### src/rtl/core/circular_mean_angle_assert.svh
// ----------------------------------------------------------------------------
// circular_mean_angle assertion macros
// Shared property wrappers for the circular mean block.
// ----------------------------------------------------------------------------
`ifndef CIRCULAR_MEAN_ANGLE_ASSERT_SVH
`define CIRCULAR_MEAN_ANGLE_ASSERT_SVH

// Same-cycle implication, disabled while reset is low.
`define CMA_ASSERT_SAME(lbl, clk, rstn, ante, cons, msg) \
    lbl: assert property (@(posedge clk) disable iff (!(rstn)) (ante) |-> (cons)) \
        else $error(msg);

// Next-cycle implication, disabled while reset is low.
`define CMA_ASSERT_NEXT(lbl, clk, rstn, ante, cons, msg) \
    lbl: assert property (@(posedge clk) disable iff (!(rstn)) (ante) |=> (cons)) \
        else $error(msg);

`endif

### src/rtl/core/cma_pkg.sv
// ----------------------------------------------------------------------------
// cma_pkg
// Shared widths, types and the arctangent table of the circular mean block.
// ----------------------------------------------------------------------------
`default_nettype none

package cma_pkg;

    localparam int CORDIC_STEPS = 16;           // 8 .. 24
    localparam int ROM_LEN      = 24;
    localparam int ROM_IDX_W    = 5;
    localparam int STEP_W       = $clog2(CORDIC_STEPS);

    localparam int ANGLE_W = 16;
    localparam int REM_W   = 14;
    localparam int SUM_W   = 28;
    localparam int XY_W    = 48;                // holds sum * 2^16 plus CORDIC growth
    localparam int Z_W     = 34;                // angle in 2^-32 turn, up to ~0.78 turn
    localparam int Q15_W   = 16;

    localparam logic [STEP_W-1:0] STEP_LAST = STEP_W'(CORDIC_STEPS - 1);

    localparam logic signed [XY_W-1:0] CORDIC_GAIN_Q30 = XY_W'(652032874);
    localparam logic signed [Z_W-1:0]  HALF_TURN       = Z_W'(64'sd2147483648);

    typedef enum logic [2:0] {
        ST_IDLE,
        ST_ROT,
        ST_ACC,
        ST_VLOAD,
        ST_VEC,
        ST_OUT
    } t_cma_state;

    // Sequencer to CORDIC unit
    typedef struct packed {
        logic              load;
        logic              vector;
        logic              step;
        logic [STEP_W-1:0] idx;
    } t_cordic_ctl;

    // Sequencer to accumulator
    typedef struct packed {
        logic       add;
        logic       clear;
        logic [1:0] quad;
    } t_acc_ctl;

    // atan(2^-i) in units of 2^-32 turn
    function automatic logic signed [Z_W-1:0] atan_rom(input logic [ROM_IDX_W-1:0] idx);
        logic signed [Z_W-1:0] v;
        case (idx)
            5'd0:    v = Z_W'(536870912);
            5'd1:    v = Z_W'(316933406);
            5'd2:    v = Z_W'(167458907);
            5'd3:    v = Z_W'(85004756);
            5'd4:    v = Z_W'(42667331);
            5'd5:    v = Z_W'(21354465);
            5'd6:    v = Z_W'(10679838);
            5'd7:    v = Z_W'(5340245);
            5'd8:    v = Z_W'(2670163);
            5'd9:    v = Z_W'(1335087);
            5'd10:   v = Z_W'(667544);
            5'd11:   v = Z_W'(333772);
            5'd12:   v = Z_W'(166886);
            5'd13:   v = Z_W'(83443);
            5'd14:   v = Z_W'(41722);
            5'd15:   v = Z_W'(20861);
            5'd16:   v = Z_W'(10430);
            5'd17:   v = Z_W'(5215);
            5'd18:   v = Z_W'(2608);
            5'd19:   v = Z_W'(1304);
            5'd20:   v = Z_W'(652);
            5'd21:   v = Z_W'(326);
            5'd22:   v = Z_W'(163);
            5'd23:   v = Z_W'(81);
            default: v = '0;
        endcase
        return v;
    endfunction

endpackage

`default_nettype wire

### src/rtl/core/cma_cordic.sv
// ----------------------------------------------------------------------------
// cma_cordic
// Shared CORDIC stage: one micro-rotation per cycle, rotation or vectoring.
// ----------------------------------------------------------------------------
`default_nettype none

module cma_cordic (
    input  wire                                   i_clk,
    input  wire cma_pkg::t_cordic_ctl             i_ctl,
    input  wire [cma_pkg::REM_W-1:0]              i_angle_rem,
    input  wire signed [cma_pkg::SUM_W-1:0]       i_cos_sum,
    input  wire signed [cma_pkg::SUM_W-1:0]       i_sin_sum,
    output logic signed [cma_pkg::XY_W-1:0]       o_x,
    output logic signed [cma_pkg::XY_W-1:0]       o_y,
    output logic signed [cma_pkg::Z_W-1:0]        o_z
);
    import cma_pkg::*;

    logic signed [XY_W-1:0] r_x, n_x;
    logic signed [XY_W-1:0] r_y, n_y;
    logic signed [Z_W-1:0]  r_z, n_z;

    logic signed [XY_W-1:0] dx, dy, cx, cy;
    logic signed [Z_W-1:0]  da;
    logic                   dir;

    always_comb begin
        dx  = r_y >>> i_ctl.idx;
        dy  = r_x >>> i_ctl.idx;
        da  = atan_rom(ROM_IDX_W'(i_ctl.idx));
        // rotation drives z to zero, vectoring drives y to zero
        dir = i_ctl.vector ? (r_y <= 0) : (r_z >= 0);
        cx  = XY_W'(i_cos_sum) <<< 16;
        cy  = XY_W'(i_sin_sum) <<< 16;

        n_x = r_x;
        n_y = r_y;
        n_z = r_z;
        if (i_ctl.load) begin
            if (i_ctl.vector) begin
                if (cx < 0) begin
                    n_x = -cx;
                    n_y = -cy;
                    n_z = HALF_TURN;
                end else begin
                    n_x = cx;
                    n_y = cy;
                    n_z = '0;
                end
            end else begin
                n_x = CORDIC_GAIN_Q30;
                n_y = '0;
                n_z = Z_W'(i_angle_rem) <<< 16;
            end
        end else if (i_ctl.step) begin
            if (dir) begin
                n_x = r_x - dx;
                n_y = r_y + dy;
                n_z = r_z - da;
            end else begin
                n_x = r_x + dx;
                n_y = r_y - dy;
                n_z = r_z + da;
            end
        end
    end

    always_ff @(posedge i_clk) begin
        r_x <= n_x;
        r_y <= n_y;
        r_z <= n_z;
    end

    assign o_x = r_x;
    assign o_y = r_y;
    assign o_z = r_z;

endmodule

`default_nettype wire

### src/rtl/core/cma_accum.sv
// ----------------------------------------------------------------------------
// cma_accum
// Q1.15 rounding, quadrant fold and saturating cosine and sine sums.
// ----------------------------------------------------------------------------
`default_nettype none

module cma_accum (
    input  wire                                   i_clk,
    input  wire                                   i_rst_n,
    input  wire cma_pkg::t_acc_ctl                i_ctl,
    input  wire signed [cma_pkg::XY_W-1:0]        i_x,
    input  wire signed [cma_pkg::XY_W-1:0]        i_y,
    output logic signed [cma_pkg::SUM_W-1:0]      o_cos_sum,
    output logic signed [cma_pkg::SUM_W-1:0]      o_sin_sum,
    output logic                                  o_sums_zero
);
    import cma_pkg::*;

    localparam logic signed [XY_W-1:0]    RND    = XY_W'(16384);
    localparam logic signed [Q15_W:0]     Q_MAX  = (Q15_W+1)'(32767);
    localparam logic signed [Q15_W:0]     Q_MIN  = -(Q15_W+1)'(32768);
    localparam logic signed [XY_W-1:0]    QW_MAX = XY_W'(32767);
    localparam logic signed [XY_W-1:0]    QW_MIN = -XY_W'(32768);
    localparam logic signed [SUM_W:0]     S_MAX  = (SUM_W+1)'(134217727);
    localparam logic signed [SUM_W:0]     S_MIN  = -(SUM_W+1)'(134217728);

    logic signed [SUM_W-1:0] r_cos_sum, n_cos_sum;
    logic signed [SUM_W-1:0] r_sin_sum, n_sin_sum;

    logic signed [XY_W-1:0]  xr, yr;
    logic signed [Q15_W:0]   cr, sr, c17, s17;
    logic signed [Q15_W-1:0] c16, s16;
    logic signed [SUM_W:0]   cs, ss;

    always_comb begin
        xr = (i_x + RND) >>> 15;
        yr = (i_y + RND) >>> 15;
        cr = (xr > QW_MAX) ? Q_MAX : (xr < QW_MIN) ? Q_MIN : (Q15_W+1)'(xr);
        sr = (yr > QW_MAX) ? Q_MAX : (yr < QW_MIN) ? Q_MIN : (Q15_W+1)'(yr);

        // fold the quadrant back in
        case (i_ctl.quad)
            2'd0:    begin c17 = cr;  s17 = sr;  end
            2'd1:    begin c17 = -sr; s17 = cr;  end
            2'd2:    begin c17 = -cr; s17 = -sr; end
            default: begin c17 = sr;  s17 = -cr; end
        endcase
        c16 = (c17 > Q_MAX) ? Q15_W'(Q_MAX) : Q15_W'(c17);
        s16 = (s17 > Q_MAX) ? Q15_W'(Q_MAX) : Q15_W'(s17);

        cs = (SUM_W+1)'(r_cos_sum) + (SUM_W+1)'(c16);
        ss = (SUM_W+1)'(r_sin_sum) + (SUM_W+1)'(s16);

        n_cos_sum = r_cos_sum;
        n_sin_sum = r_sin_sum;
        if (i_ctl.clear) begin
            n_cos_sum = '0;
            n_sin_sum = '0;
        end else if (i_ctl.add) begin
            n_cos_sum = (cs > S_MAX) ? SUM_W'(S_MAX) : (cs < S_MIN) ? SUM_W'(S_MIN)
                                                                    : SUM_W'(cs);
            n_sin_sum = (ss > S_MAX) ? SUM_W'(S_MAX) : (ss < S_MIN) ? SUM_W'(S_MIN)
                                                                    : SUM_W'(ss);
        end
    end

    always_ff @(posedge i_clk) begin
        if (!i_rst_n) begin
            r_cos_sum <= '0;
            r_sin_sum <= '0;
        end else begin
            r_cos_sum <= n_cos_sum;
            r_sin_sum <= n_sin_sum;
        end
    end

    assign o_cos_sum   = r_cos_sum;
    assign o_sin_sum   = r_sin_sum;
    assign o_sums_zero = (r_cos_sum == '0) && (r_sin_sum == '0);

endmodule

`default_nettype wire

### src/rtl/core/cma_ctrl.sv
// ----------------------------------------------------------------------------
// cma_ctrl
// Sequencer for the shared CORDIC unit, plus the result register.
// ----------------------------------------------------------------------------
`default_nettype none

module cma_ctrl (
    input  wire                                   i_clk,
    input  wire                                   i_rst_n,
    input  wire                                   i_in_valid,
    output logic                                  o_in_ready,
    input  wire [1:0]                             i_quad,
    input  wire                                   i_last,
    input  wire                                   i_sums_zero,
    input  wire signed [cma_pkg::Z_W-1:0]         i_z,
    output cma_pkg::t_cordic_ctl                  o_cordic_ctl,
    output cma_pkg::t_acc_ctl                     o_acc_ctl,
    output logic                                  o_out_valid,
    input  wire                                   i_out_ready,
    output logic signed [cma_pkg::ANGLE_W-1:0]    o_mean
);
    import cma_pkg::*;

    localparam logic signed [Z_W-1:0] Z_RND = Z_W'(32768);

    t_cma_state r_state, n_state;
    logic [STEP_W-1:0] r_step, n_step;
    logic r_out_valid, n_out_valid;
    logic [1:0] r_quad;
    logic r_last, r_zero;
    logic signed [ANGLE_W-1:0] r_mean;
    logic signed [Z_W-1:0] z_rnd;

    logic accept, stepping, out_load;

    assign accept   = (r_state == ST_IDLE) && i_in_valid;
    assign stepping = (r_state == ST_ROT) || (r_state == ST_VEC);
    assign out_load = (r_state == ST_OUT) && (!r_out_valid || i_out_ready);
    assign z_rnd    = i_z + Z_RND;

    // next state
    always_comb begin
        n_state = r_state;
        case (r_state)
            ST_IDLE:  if (i_in_valid) n_state = ST_ROT;
            ST_ROT:   if (r_step == STEP_LAST) n_state = ST_ACC;
            ST_ACC:   n_state = r_last ? ST_VLOAD : ST_IDLE;
            ST_VLOAD: n_state = i_sums_zero ? ST_OUT : ST_VEC;
            ST_VEC:   if (r_step == STEP_LAST) n_state = ST_OUT;
            ST_OUT:   if (!r_out_valid || i_out_ready) n_state = ST_IDLE;
            default:  n_state = ST_IDLE;
        endcase
    end

    // outputs
    always_comb begin
        o_in_ready          = (r_state == ST_IDLE);
        o_cordic_ctl.load   = accept || (r_state == ST_VLOAD);
        o_cordic_ctl.vector = (r_state == ST_VLOAD) || (r_state == ST_VEC);
        o_cordic_ctl.step   = stepping;
        o_cordic_ctl.idx    = r_step;
        o_acc_ctl.add       = (r_state == ST_ACC);
        o_acc_ctl.clear     = (r_state == ST_VLOAD);
        o_acc_ctl.quad      = r_quad;
    end

    always_comb begin
        n_step      = (stepping && (r_step != STEP_LAST)) ? r_step + 1'b1 : '0;
        n_out_valid = r_out_valid;
        if (out_load) begin
            n_out_valid = 1'b1;
        end else if (i_out_ready) begin
            n_out_valid = 1'b0;
        end
    end

    always_ff @(posedge i_clk) begin
        if (!i_rst_n) begin
            r_state     <= ST_IDLE;
            r_step      <= '0;
            r_out_valid <= 1'b0;
        end else begin
            r_state     <= n_state;
            r_step      <= n_step;
            r_out_valid <= n_out_valid;
        end
    end

    always_ff @(posedge i_clk) begin
        if (accept) begin
            r_quad <= i_quad;
            r_last <= i_last;
        end
        if (r_state == ST_VLOAD) begin
            r_zero <= i_sums_zero;
        end
        if (out_load) begin
            r_mean <= r_zero ? '0 : z_rnd[31:16];
        end
    end

    assign o_out_valid = r_out_valid;
    assign o_mean      = r_mean;

endmodule

`default_nettype wire

### src/rtl/core/circular_mean_angle.sv
// ----------------------------------------------------------------------------
// circular_mean_angle
// Circular mean of sets of angles through one shared CORDIC unit.
// ----------------------------------------------------------------------------
//
//  channel | direction | handshake                 | payload
//  --------+-----------+---------------------------+------------------------------
//  angle   | in        | i_in_valid / o_in_ready   | i_angle_in, i_last_of_set
//  mean    | out       | o_out_valid / i_out_ready | o_mean_angle
//
//  An ordinary angle goes through accept, one rotation step per cycle and
//  then an accumulate step. The last angle of a set adds a load step and
//  CORDIC_STEPS vectoring steps (skipped when both sums are zero) and the
//  write of the result register, which waits while a stalled result is held.
//  There is a single CORDIC iteration stage; ready is high only while the
//  sequencer is idle.
//  Reset (synchronous, active low) clears the sums, sequencer and result valid.
//  A stalled result beat waits in the output register; the next set's
//  angles are taken meanwhile, and only the next result beat waits for it.
//
`default_nettype none

module circular_mean_angle (
    input  wire                                   i_clk,
    input  wire                                   i_rst_n,
    input  wire                                   i_in_valid,
    output logic                                  o_in_ready,
    input  wire [cma_pkg::ANGLE_W-1:0]            i_angle_in,
    input  wire                                   i_last_of_set,
    output logic                                  o_out_valid,
    input  wire                                   i_out_ready,
    output logic signed [cma_pkg::ANGLE_W-1:0]    o_mean_angle
);
    import cma_pkg::*;

    `include "circular_mean_angle_assert.svh"

    t_cordic_ctl cordic_ctl;
    t_acc_ctl    acc_ctl;

    logic signed [XY_W-1:0]  cx, cy;
    logic signed [Z_W-1:0]   cz;
    logic signed [SUM_W-1:0] cos_sum, sin_sum;
    logic                    sums_zero;

    // Sequencer: captures quadrant and last flag, drives the shared unit.
    cma_ctrl u_ctrl (
        .i_clk        (i_clk),
        .i_rst_n      (i_rst_n),
        .i_in_valid   (i_in_valid),
        .o_in_ready   (o_in_ready),
        .i_quad       (i_angle_in[ANGLE_W-1:REM_W]),
        .i_last       (i_last_of_set),
        .i_sums_zero  (sums_zero),
        .i_z          (cz),
        .o_cordic_ctl (cordic_ctl),
        .o_acc_ctl    (acc_ctl),
        .o_out_valid  (o_out_valid),
        .i_out_ready  (i_out_ready),
        .o_mean       (o_mean_angle)
    );

    // Shared CORDIC: the remainder is loaded straight off the input on accept.
    cma_cordic u_cordic (
        .i_clk       (i_clk),
        .i_ctl       (cordic_ctl),
        .i_angle_rem (i_angle_in[REM_W-1:0]),
        .i_cos_sum   (cos_sum),
        .i_sin_sum   (sin_sum),
        .o_x         (cx),
        .o_y         (cy),
        .o_z         (cz)
    );

    // Running sums; cleared as the vectoring pass takes them.
    cma_accum u_accum (
        .i_clk       (i_clk),
        .i_rst_n     (i_rst_n),
        .i_ctl       (acc_ctl),
        .i_x         (cx),
        .i_y         (cy),
        .o_cos_sum   (cos_sum),
        .o_sin_sum   (sin_sum),
        .o_sums_zero (sums_zero)
    );

    // Hold off new angles while the unit iterates.
    `CMA_ASSERT_SAME(a_ready_not_busy, i_clk, i_rst_n, o_in_ready, !cordic_ctl.step,
                     "input ready while CORDIC is stepping")
    // Drop ready straight after an accepted beat.
    `CMA_ASSERT_NEXT(a_busy_after_accept, i_clk, i_rst_n, i_in_valid && o_in_ready,
                     !o_in_ready, "ready stayed high after an accepted beat")
    // Never load the shared unit in the same cycle as a step or an accumulate add.
    `CMA_ASSERT_SAME(a_load_step_excl, i_clk, i_rst_n, cordic_ctl.load,
                     !cordic_ctl.step && !acc_ctl.add, "CORDIC load overlaps step or add")

endmodule

`default_nettype wire
### config.mk
export PLATFORM = sky130hd
export DESIGN_NAME = circular_mean_angle
export DESIGN_NICKNAME = d
export VERILOG_FILES = /design/src/rtl/core/cma_pkg.sv /design/src/rtl/core/cma_cordic.sv /design/src/rtl/core/cma_accum.sv /design/src/rtl/core/cma_ctrl.sv /design/src/rtl/core/circular_mean_angle.sv
export VERILOG_INCLUDE_DIRS = /design/src /design/src/rtl/core
export SDC_FILE = /design/constraint.sdc
export NUM_CORES = 2
export LEC_CHECK = 0
export ABC_AREA = 1
export BUFFER_PORTS_ARGS = -buffer_cell sky130_fd_sc_hd__buf_2
export CORE_MARGIN = 1
export CORE_UTILIZATION = 52
export DETAILED_ROUTE_END_ITERATION = 8
export GPL_ROUTABILITY_DRIVEN = 0
export PLACE_DENSITY = 0.65
export SYNTH_ARGS = -nofsm -noshare
export SYNTH_HDL_FRONTEND = slang
export SYNTH_HIERARCHICAL = 1
export SYNTH_SLANG_ARGS = --single-unit
### constraint.sdc
create_clock -name i_clk -period 14.9 [get_ports i_clk]
set_input_delay 2.235 -clock i_clk [delete_from_list [all_inputs] [get_ports i_clk]]
set_output_delay 2.235 -clock i_clk [all_outputs]
set_load 0.05 [all_outputs]
After elaboration in Yosys (flattened, before gate mapping)
Memory sizes are Yosys's and may differ from the RTL's. A register that Yosys moved wholly into a read port is not among the register bits.
Cells that the tools add are included.
{"block": "classes", "n_shift": 2, "magnitude_cmp": 13, "bitwise": 1, "div": 0, "muxes": 38, "mul": 0, "n_addsub": 16, "n_reduce_logical": 18, "n_eq_ne": 13}
{"cell": "48-bit two-way mux", "n": 10}
{"cell": "28-bit two-way mux", "n": 4}
{"cell": "34-bit two-way mux", "n": 3}
{"cell": "17-bit one-hot mux with 3 select lines", "n": 2}
{"cell": "48-bit by 16-bit adder with 48-bit output, second input constant", "n": 2}
{"cell": "48-bit adder", "n": 2}
{"cell": "44-bit negator with 48-bit output", "n": 2}
{"cell": "48-bit by 4-bit >>> shifter with 48-bit output", "n": 2}
{"cell": "48-bit subtractor", "n": 2}
{"cell": "17-bit two-way mux", "n": 4}
{"cell": "33-bit by 16-bit > comparator with 1-bit output, second input constant", "n": 2}
{"cell": "33-bit by 16-bit less-than comparator with 1-bit output, second input constant", "n": 2}
{"cell": "32-bit two-way mux", "n": 2}
{"cell": "28-bit by 16-bit adder with 29-bit output", "n": 2}
{"cell": "29-bit by 28-bit > comparator with 1-bit output, second input constant", "n": 2}
{"cell": "29-bit by 28-bit less-than comparator with 1-bit output, second input constant", "n": 2}
{"cell": "28-bit zero test", "n": 2}
{"cell": "48-bit by 1-bit <= comparator with 1-bit output, second input constant", "n": 1}
{"cell": "44-bit by 1-bit less-than comparator with 1-bit output, second input constant", "n": 1}
{"cell": "34-bit adder", "n": 1}
{"cell": "34-bit by 1-bit greater-or-equal comparator with 1-bit output, second input constant", "n": 1}
{"cell": "17-bit by 16-bit > comparator with 1-bit output, second input constant", "n": 2}
{"cell": "17-bit negator", "n": 2}
{"cell": "34-bit subtractor", "n": 1}
{"cell": "other kinds (27)", "n": 45}
{"block": "totals", "mem_bits_ro": 480, "out_inout_bits": 18, "memories": 1, "latchBits": 0, "mem_bits_rw": 0, "regBits": 214}
{"name": "(name not given)", "depth": 16, "word_bits": 30, "rd": 1, "rd_clocked_by_memory_dff": 1, "write_ports": 0, "line_no": "cma_pkg.sv:53", "text": "case (idx)"}

Longest topological paths before layout
{"block": "depth", "word_depth": 12, "mapped_depth": 60, "depth_no_buf": 58}

By module
The synthesis kept the hierarchy.
{"module": "cma_cordic", "area_per_inst_um2": 22611.7, "seq_area_each_um2": 3903.7, "cells_per_inst": 3849, "instances": 1}
{"module": "cma_accum", "area_per_inst_um2": 9606.7, "seq_area_each_um2": 1121.1, "cells_per_inst": 1717, "instances": 1}
{"module": "cma_ctrl", "area_per_inst_um2": 1514.0, "seq_area_each_um2": 760.7, "cells_per_inst": 177, "instances": 1}

Least setup slack after synthesis
No wires, ideal clock.
{"block": "synth_timing", "kind": "flip-flop to flip-flop", "startpoint": "register u_cordic.r_y[23] (netlist: u_cordic/o_y[23])", "endpoint": "register u_accum.r_cos_sum[24] (netlist: u_accum/o_cos_sum[24])", "required_time_ns": 14.778, "synth_period_minus_slack_ns": 6.597, "path_slack_ns": 8.303, "path_stages_with_launch": 54, "arrival_time_ns": 6.475, "setup_time_ns": 0.122, "cell_sequence": "edfxtp_1 -> nand2_1 -> nor2_1 -> nand2_1 -> nor2_4 -> nand4_1 -> xor2_1 -> clkinv_2 -> nand2_2 -> buf_6 -> nand2_1 -> nand2_1 -> inv_1 -> ha_1 -> inv_1 -> nor2_1 -> nand2_1 -> nor2_2 -> [... 18 more ...] -> nand2_1 -> nand3_1 -> nand2_1 -> a21oi_1 -> o21bai_1 -> a21oi_1 -> nand2_1 -> nand2_1 -> nor2_1 -> nand2_1 -> nand2_1 -> nand2_1 -> nand3_1 -> nand2_1 -> inv_1 -> a21oi_4 -> buf_6 -> a21oi_2"}
{"block": "synth_via", "elab_chain_cells": 12, "word_cells_on_any_way": 14}
{"item": "start, declared", "line_no": "cma_cordic.sv:20", "text": "logic signed [XY_W-1:0] r_y, n_y;"}
{"item": "start signal, assigned", "line_no": "cma_cordic.sv:70", "text": "r_y <= n_y;"}
{"item": "48-bit by 16-bit adder with 48-bit output (*)", "line_no": "cma_accum.sv:37", "text": "yr = (i_y + RND) >>> 15;"}
{"item": "33-bit by 16-bit less-than comparator with 1-bit output", "line_no": "cma_accum.sv:39", "text": "sr = (yr > QW_MAX) ? Q_MAX : (yr < QW_MIN) ? Q_MIN : (Q15_W+1)'(yr);"}
{"item": "17-bit two-way mux", "line_no": "cma_accum.sv:39"}
{"item": "17-bit two-way mux (*)", "line_no": "cma_accum.sv:39"}
{"item": "17-bit negator", "line_no": "cma_accum.sv:44", "text": "2'd1: begin c17 = -sr; s17 = cr; end"}
{"item": "17-bit one-hot mux with 3 select lines (*)", "line_no": "cma_accum.sv:42", "text": "case (i_ctl.quad)"}
{"item": "17-bit by 16-bit > comparator with 1-bit output", "line_no": "cma_accum.sv:48", "text": "c16 = (c17 > Q_MAX) ? Q15_W'(Q_MAX) : Q15_W'(c17);"}
{"item": "16-bit two-way mux (*)", "line_no": "cma_accum.sv:48"}
{"item": "28-bit by 16-bit adder with 29-bit output (*)", "line_no": "cma_accum.sv:51", "text": "cs = (SUM_W+1)'(r_cos_sum) + (SUM_W+1)'(c16);"}
{"item": "29-bit by 28-bit less-than comparator with 1-bit output", "line_no": "cma_accum.sv:60", "text": "n_cos_sum = (cs > S_MAX) ? SUM_W'(S_MAX) : (cs < S_MIN) ? SUM_W'(S_MIN)"}
{"item": "28-bit two-way mux", "line_no": "cma_accum.sv:60"}
{"item": "28-bit two-way mux (*)", "line_no": "cma_accum.sv:60"}
{"item": "end signal, assigned", "line_no": "cma_accum.sv:72", "text": "r_cos_sum <= n_cos_sum;"}
{"item": "end, declared", "line_no": "cma_accum.sv:27", "text": "logic signed [SUM_W-1:0] r_cos_sum, n_cos_sum;"}
Mark *: on every way between the ends. The rest lies on a longest branch, timed or not.
A chain may end at the register's enable or synchronous reset.

Worst setup path after layout
{"block": "layout_timing", "startpoint": "register u_cordic.r_y[23] (netlist: u_cordic/o_y[23])", "endpoint": "register u_accum.r_cos_sum[21] (netlist: u_accum/o_cos_sum[21])"}
Same word-level chain as after synthesis.

==> out/qor.txt <==
nets: 5876
Netlist cell types: 69
CP required: 15370 ps
Max Freq: 115 MHz
initial DRC count: 4640
status: finished, final reports clean
cell mode on critical path: nand2_1
antenna violations before repair: 2
crit start category: flop
Synth Register Bits: 214
Post-CTS Setup Inserts: 0
Area Overhead vs Synth: 4.23%
PortBufs: 38
Post-synth EDFFs: 150
Worst setup EP type: flop
total global-route track usage: 37.1%
Die Wd: 257 um
Slew @ Worst Pin: 1130 ps
Synth Flop Type: edfxtp_1
via count: 38900
crit path DAT: 9130 ps
placed inst area: 34200 um^2
area leader, netlist: nand2_1
Finished Layout Cells: 6536
average wire per standard cell: 19.5 um
max cap viols: 0
Initial Util: 52.5%
Die ar.: 65900 um^2
Final Hold Vio Count: 0
CP max-delay cell: a21oi_4
Routed Antenna Nets: 0
Worst Path Max Fanout: 25
final worst path period share: 58.1%
total grt overflow: 0
syn avg cell area: 5.87 um^2
most frequent cells after synthesis: 1641 x nand2_1, 635 x nand3_1, 628 x nor2_1
Seq/Total Area, Yosys: 17.2%
Syn Nets: 5961
vias in the first global route: 34800
cell area after layout: 35200 um^2
max incr delay on CP: 810 ps
post-route setup TNS: 0 ps
Setup Skew: 54.4 ps
global-route wire length before repair: 195 mm
synth warn: 6
post-CTS sizing: 0
HPWL after detailed placement: 100 mm
HP Class: flop to flop
Clock Latency Late Sink: 630 ps
final WL: 127 mm
Die Y: 257 um
CTS Buffer Depth: 3
top post-synthesis cells by area: nand2_1 18%, edfxtp_1 13%, nand3_1 9.4%, ha_1 7.1%, nor2_1 7.0%
Rows: 93
WHS: 552 ps
largest net degree at the start of global routing: 115
Post-synth ARST share: 0%
Via density: 5.95
count leader, synth: nand2_1
Synth Cell Area: 33700 um^2
io pins: 39
Core ar.: 64200 um^2
CTS Hold Bufs: 0
DRC viols: 0
DRT Pass-1 Iters: 7
CTS clk-pin slew, worst paths: 60 ps
CTS root buf: clkbuf_16
clock sinks: 214
critical path class: flop to flop
Tmin final: 8660 ps
RSZ-0062 raised after global routing: false
Slew Limit Fails: 0
relative slew slack: 24.5%
layout cells sized above 1: 5.81%
cts bufs inserted: 30
setup violators final: 0
dpl cells: 6481
CTS tree: done
htree depth: 1
Gate Count Post-Synth: 5743
share of the synthesized area in the top cell type: 18.3%
n_diodes: 0
cell usage in the layout, fill, tap and decap left out, types with 16 or more instances in the layout:
cell	Yosys	layout
o21a_1	24	24
or2_2	40	39
nand4_1	74	74
a31oi_1	37	37
nor3_1	68	67
xor2_1	129	129
nand3b_1	17	17
o211ai_1	52	52
nor2_2	34	35
a21o_1	16	16
ha_1	192	192
edfxtp_1	150	150
a21oi_2	33	34
nor2_1	628	627
nand2_1	1641	1640
o21ai_1	50	50
o21bai_1	26	26
buf_4	14	25
o21ai_0	369	369
clkbuf_16	0	30
buf_2	49	38
nand3_1	635	635
dfxtp_1	64	59
nor4_1	34	34
inv_1	566	565
nand2_2	38	38
xnor2_1	98	98
a21oi_1	373	372
inv_2	18	19
layer usage:
| layer | up-vias | GRT usage [%] | part of all wire, % |
|---|---|---|---|
| li1 | 19000 | - | - |
| met1 | 17600 | 49.2 | 42 |
| met2 | 1915 | 59.2 | 44 |
| met3 | 330 | 4.76 | 9.1 |
| met4 | 4 | 18.6 | 5.5 |
| met5 | - | 0 | 0.021 |
flip-flops by register name (all words and copies together) (netlist names), 2 cells and up:
register	count
u_accum/o_cos_sum	28
u_accum/o_sin_sum	28
u_cordic/o_x	48
u_cordic/o_y	48
u_cordic/o_z	34
u_ctrl/o_mean	16
u_ctrl/r_quad	2
u_ctrl/r_state	3
u_ctrl/r_step	4
critical path: cells and delay by family (launching register included):
family                   cells  cell delay [ps]
buffers and inverters        5              530
AND/OR/NAND/NOR             32             3930
AO/OA/AOI/OAI                9             2000
XOR/XNOR                     1              630
flip-flops                   1              530
adder cells (fa/ha/maj)      3              880
final timing paths:
| kind | startpoint | endpoint | slack, ps | depth (start not counted) |
|---|---|---|---|---|
| min | u_ctrl/o_out_valid | u_ctrl/o_out_valid | 550 | 2 |
| min reg2reg | u_ctrl/o_out_valid | u_ctrl/o_out_valid | 550 | 2 |
| max | u_cordic/o_y[23] | u_accum/o_cos_sum[21] | 6240 | 50 |
| max reg2reg | u_cordic/o_y[23] | u_accum/o_cos_sum[21] | 6240 | 50 |
kinds of logic (layout without fill, tap and decap cells):
group	count (synthesis)	count (layout)	synth area share, %
flops	214	214	17.2
simple gates	3270	3270	41.9
fa+ha+maj	197	197	7.42
xor+xnor	227	227	5.89
compound gates	1065	1065	18.0
buf+inv	770	708	9.59
area by class of cell:
| class | count | area, um^2 |
|---|---|---|
| Clock buffer | 39 | 795 |
| Clock inverter | 16 | 169 |
| Fill cell | 6809 | 29100 |
| Inverter | 590 | 2220 |
| Multi-Input combinational cell | 4759 | 24700 |
| Sequential cell | 214 | 5800 |
| Tap cell | 855 | 1070 |
| Timing Repair Buffer | 63 | 378 |
per-stage QoR:
stage               setup WS [ps]  utilization, %
floorplan                    8300               -
global route                 5560            54.7
finish                       6240            54.7
CTS                          6460            54.7
global placement             6700            53.2
detailed placement           6440            53.2
Power is not shown: default switching activity piles up to over one toggle a cycle in this logic, so the estimate is an artifact.
